===== src/rtl/core/phn_pkg.sv =====
package phn_pkg;

  // Operation codes carried in the action field.
  localparam logic [1:0] ACT_ADD   = 2'd0;
  localparam logic [1:0] ACT_READ  = 2'd1;
  localparam logic [1:0] ACT_CLEAR = 2'd2;

  localparam int NUM_BINS  = 256;
  localparam int BIN_W     = 8;
  localparam int CNT_OUT_W = 24;
  localparam int FRAC_W    = 17;

  // 1.0 in unsigned Q1.16.
  localparam logic [FRAC_W-1:0] FRAC_ONE = 17'h10000;

  typedef struct packed {
    logic [1:0]       action;
    logic [BIN_W-1:0] pixel_value;
    logic [BIN_W-1:0] bin_select;
  } item_t;

  typedef struct packed {
    logic [BIN_W-1:0]     bin_index;
    logic [CNT_OUT_W-1:0] bin_count;
    logic [FRAC_W-1:0]    fraction;
    logic                 empty_flag;
  } result_t;

  typedef struct packed {
    logic busy;
    logic done;
  } div_stat_t;

endpackage


===== src/rtl/core/phn_div.sv =====
module phn_div #(
  parameter int CW = 24
) (
  input  logic                          clk,
  input  logic                          rst,
  input  logic                          start,
  input  logic [CW-1:0]                 num,
  input  logic [CW-1:0]                 den,
  input  logic                          take,
  output phn_pkg::div_stat_t            stat,
  output logic [phn_pkg::FRAC_W-1:0]    quot,
  output logic                          empty
);
  import phn_pkg::*;

  localparam int STEP_W = $clog2(FRAC_W);
  localparam logic [STEP_W-1:0] LAST_STEP = STEP_W'(FRAC_W - 1);

  localparam logic [1:0] ST_IDLE = 2'd0;
  localparam logic [1:0] ST_RUN  = 2'd1;
  localparam logic [1:0] ST_DONE = 2'd2;

  logic [1:0]        state;
  logic [1:0]        state_next;
  logic [STEP_W-1:0] step;
  logic [CW-1:0]     rem;
  logic [CW-1:0]     dvs;
  logic [FRAC_W-1:0] q;
  logic              zero_den;

  logic [CW:0]       trial;
  logic [CW:0]       diff;
  logic              ge;
  logic [CW-1:0]     rem_next;

  // Restoring division. The numerator never exceeds the divisor, so the
  // first step decides the integer bit without a shift and every later
  // step shifts the remainder by one.
  assign trial    = (step == '0) ? {1'b0, rem} : {rem, 1'b0};
  assign ge       = trial >= {1'b0, dvs};
  assign diff     = trial - {1'b0, dvs};
  assign rem_next = ge ? diff[CW-1:0] : trial[CW-1:0];

  always_comb begin
    state_next = state;
    unique case (state)
      ST_IDLE: if (start) state_next = ST_RUN;
      ST_RUN:  if (step == LAST_STEP) state_next = ST_DONE;
      ST_DONE: if (take) state_next = ST_IDLE;
      default: state_next = ST_IDLE;
    endcase
  end

  always_ff @(posedge clk) begin
    if (rst) begin
      state <= ST_IDLE;
    end else begin
      state <= state_next;
    end
  end

  always_ff @(posedge clk) begin
    if (state == ST_IDLE && start) begin
      rem      <= num;
      dvs      <= den;
      zero_den <= (den == '0);
      step     <= '0;
      q        <= '0;
    end else if (state == ST_RUN) begin
      rem  <= rem_next;
      q    <= {q[FRAC_W-2:0], ge};
      step <= step + 1'b1;
    end
  end

  assign stat.busy = (state != ST_IDLE);
  assign stat.done = (state == ST_DONE);
  assign empty     = zero_den;
  assign quot      = zero_den ? '0 : (q[FRAC_W-1] ? FRAC_ONE : q);

endmodule


===== config.mk =====
export PLATFORM = sky130hd
export DESIGN_NAME = phn_div
export DESIGN_NICKNAME = d
export VERILOG_FILES = /design/src/rtl/core/phn_pkg.sv /design/src/rtl/core/phn_div.sv
export SDC_FILE = /design/constraint.sdc
export NUM_CORES = 1
export LEC_CHECK = 0
export BUFFER_PORTS_ARGS = -buffer_cell sky130_fd_sc_hd__buf_2
export CAP_MARGIN = 40
export CELL_PAD_IN_SITES_DETAIL_PLACEMENT = 1
export CELL_PAD_IN_SITES_GLOBAL_PLACEMENT = 1
export CORE_ASPECT_RATIO = 0.6
export CORE_MARGIN = 8
export CORE_UTILIZATION = 47
export CTS_CLUSTER_DIAMETER = 30
export CTS_CLUSTER_SIZE = 40
export DETAILED_ROUTE_END_ITERATION = 10
export GPL_ROUTABILITY_DRIVEN = 0
export PLACE_DENSITY = 0.91
export SLEW_MARGIN = 0
export SYNTH_ARGS = -nofsm -noshare
export SYNTH_HDL_FRONTEND = slang
export SYNTH_SLANG_ARGS = --single-unit

===== constraint.sdc =====
create_clock -name clk -period 11.3 [get_ports clk]
set_clock_uncertainty 0.05 [all_clocks]
set_input_delay 0.565 -clock clk [delete_from_list [all_inputs] [get_ports clk]]
set_output_delay 0.565 -clock clk [all_outputs]
set_load 0.01 [all_outputs]

==> results.ini <==
[synthesis]
ys_seq_area_share_pct = 41.0
yosys.area_share.xor_xnor_pct = 3.68
synth-edff-count = 49
yosys.area_share.simple_pct = 19.1
ys_types = 55
synth_top_family_by_area = simple AND/OR/NAND/NOR gates
netlist.top_cell.by_area = edfxtp_1
synth_adder_area_share_pct = 7.26
ys_ff_latch = 73
avgSynthCellArea_sq_um = 9.28
synth-compound-area-share_pct = 15.3
ys_warn_count = 0
muxShareOfSynthArea_pct = 8.60
synth_top_flop_cell = edfxtp_1
syn-num-nets = 592
yosysTopAreaCellShare_pct = 30.9
synthArstFlopShare_pct = 0
synth.area.top_cells = edfxtp_1 31%, dfxtp_1 10%, ha_1 6.8%, mux2_2 5.4%, a21oi_1 4.4%
syn_inst = 513
syn_area_sq_um = 4760
synthTopCellsByCount = 55 x nand2_1, 49 x edfxtp_1, 47 x nor2_1, 42 x a21oi_1, 34 x inv_1
yosysMostFrequentCell = nand2_1

[clock_network]
clock-root-buffer = clkbuf_16
cts_hold_buf = 0
h-tree-depth = 3
cts_sinks = 73
postCtsSetupRepairBufs = 0
path_clk_slew_ps = 60
clock_path_buffers = 2
cts_tree = built
worstSkewPairLatency_ps = 350
cts_inserted_buffers = 9
cts_resized = 0

[cells_and_area]
diodes = 0
fillers = 1165
multi_input_area_sq_um = 2570
seqCellArea_sq_um = 1950
layout-drive-gt1-share_pct = 21.6
area_growth_pct = 16.9
nNetsFinal = 656
stdcell_area_sq_um = 5560

[timing]
fmax_mhz = 210
worstMarginPinSlew_ps = 845
hold_viol_final = 0
rsz0062_at_grt = false
report.final.slew_viol_count = 0
fin_tns_setup_ps = 0
setup_viol = 0
fin_crit_sh_pct = 42.1
period_needed_ps = 4760
slew_headroom_pct = 43.5

[global_route]
first_global_vias = 4311
grt_antenna_before_repair = 0
overflow = 0
grt_pass1_wl_um = 23400
grt.total_usage_pct = 21.4
grt_start_max_net_pins = 45

[critical_path]
required_ps = 11350
setup.worst_path.end = rem[8]
endpoint_kind = flop
rr_endpoint = rem[8]
r2r_cells = 15
startpoint_type = flop
cp_data_arrival_time_ps = 4800
reg2reg_from = step[0]
critPathKind = flop to flop
startpoint = step[0]
reg2reg_setup_slack_ps = 6540
path_max_fanout = 25

[drt]
vias_per_cell = 5.76
post_drt_wl_per_cell_um = 20.4
num_vias = 4128
dr.pass1.iters = 4
final_antenna_net_count = 0
drt_iter0_markers = 310
drc = 0
wl_um = 14600

[power_and_ir_drop]
ir_drop_uv = 123
p_leak_nw = 2.41
powerDensity_nw_per_um2 = 330

[status]
status = finished, final reports clean

[hold_path]
hp-class = input pin to flop
whs_path_depth = 2

[placement]
hpwl_um = 10800
placed_cell_area_sq_um = 5240
io_buffers = 71

[floorplanning]
start_util_pct = 48.3
dieArea_sq_um = 13700
ios = 72
rows = 28
coreArea_sq_um = 9840
die_h_um = 93.9
die_w_um = 146

[flow_run]
drv_cap = 0

## worst min-delay path by stage
stage	from	end	slack, ps
floorplan	q[0]	q[1]	390
finish	rst	state[1]	350
CTS	rst	state[1]	350
detailed placement	q[14]	q[15]	410
global route	den[5]	dvs[5]	360
global placement	q[2]	q[3]	400
## per-layer routing
metal / vias up / wire [um] / global-route usage [%]
met5: - / 0 / 0
met4: 0 / 214 / 6.03
met3: 21 / 737 / 5.05
met2: 106 / 6700 / 34.0
met1: 2043 / 6960 / 28.6
li1: 1958 / - / -
## stage by stage
stage	hold WS, ps	utilization [%]	worst slack, ps	total power [mW]	cells
2_1_floorplan	388	-	7230	1.24	513
3_3_place_gp	404	53.0	6850	1.42	700
3_5_place_dp	414	53.3	6560	1.49	701
4_1_cts	347	56.5	6530	1.82	717
5_1_grt	356	56.5	6220	1.95	717
6_report	351	56.5	6540	1.83	717
## flip-flops by register name (all words and copies together) (netlist names)
signal / count
rem: 24
empty: 1
dvs: 24
q: 17
step: 5
state: 2
## final cells by class
cell class                 instances  share of cell area [%]
clock buffer                      12                    5.20
timing repair buffer              77                    7.56
inverter                          34                    2.29
sequential                        73                    35.1
tap                              135                    3.04
multi-input combinational        382                    46.3
clock inverter                     4                   0.540
## power breakdown
group	internal (mW)	total, mW	switching, mW
sequential	0.377	0.416	0.0388
combinational	0.470	1.11	0.643
clock	0.182	0.305	0.123
## critical path, cell delays in order (launching register included)
cell and delay (ps):
dfxtp_1 350, inv_1 80, ha_1 180, nor4b_4 190, buf_4 400, mux2_2 400, ha_1 390, a21oi_1 180
o21ai_1 130, a311o_1 390, a21oi_2 180, a21oi_2 100, nor3_4 660, buf_4 390, nor2_1 100, a221o_1 320
## cells by family after synthesis
| logic type | after synthesis |
|---|---|
| compound gates | 117 |
| xor+xnor | 20 |
| fa+ha+maj | 27 |
| buf+inv | 58 |
| flops | 73 |
| mux | 38 |
| simple gates | 180 |
## placed cells by master (no fill, tap or decap), drive strengths merged, types with 12 or more instances in the layout
| cell type | n |
|---|---|
| o21ai | 28 |
| ha | 26 |
| buf | 77 |
| dfxtp | 24 |
| nand2 | 55 |
| and2 | 18 |
| clkbuf | 12 |
| inv | 35 |
| nor2 | 47 |
| edfxtp | 49 |
| and3 | 12 |
| a21oi | 44 |
| mux2i | 15 |
| mux2 | 23 |
(Power assumes the default switching activity.)
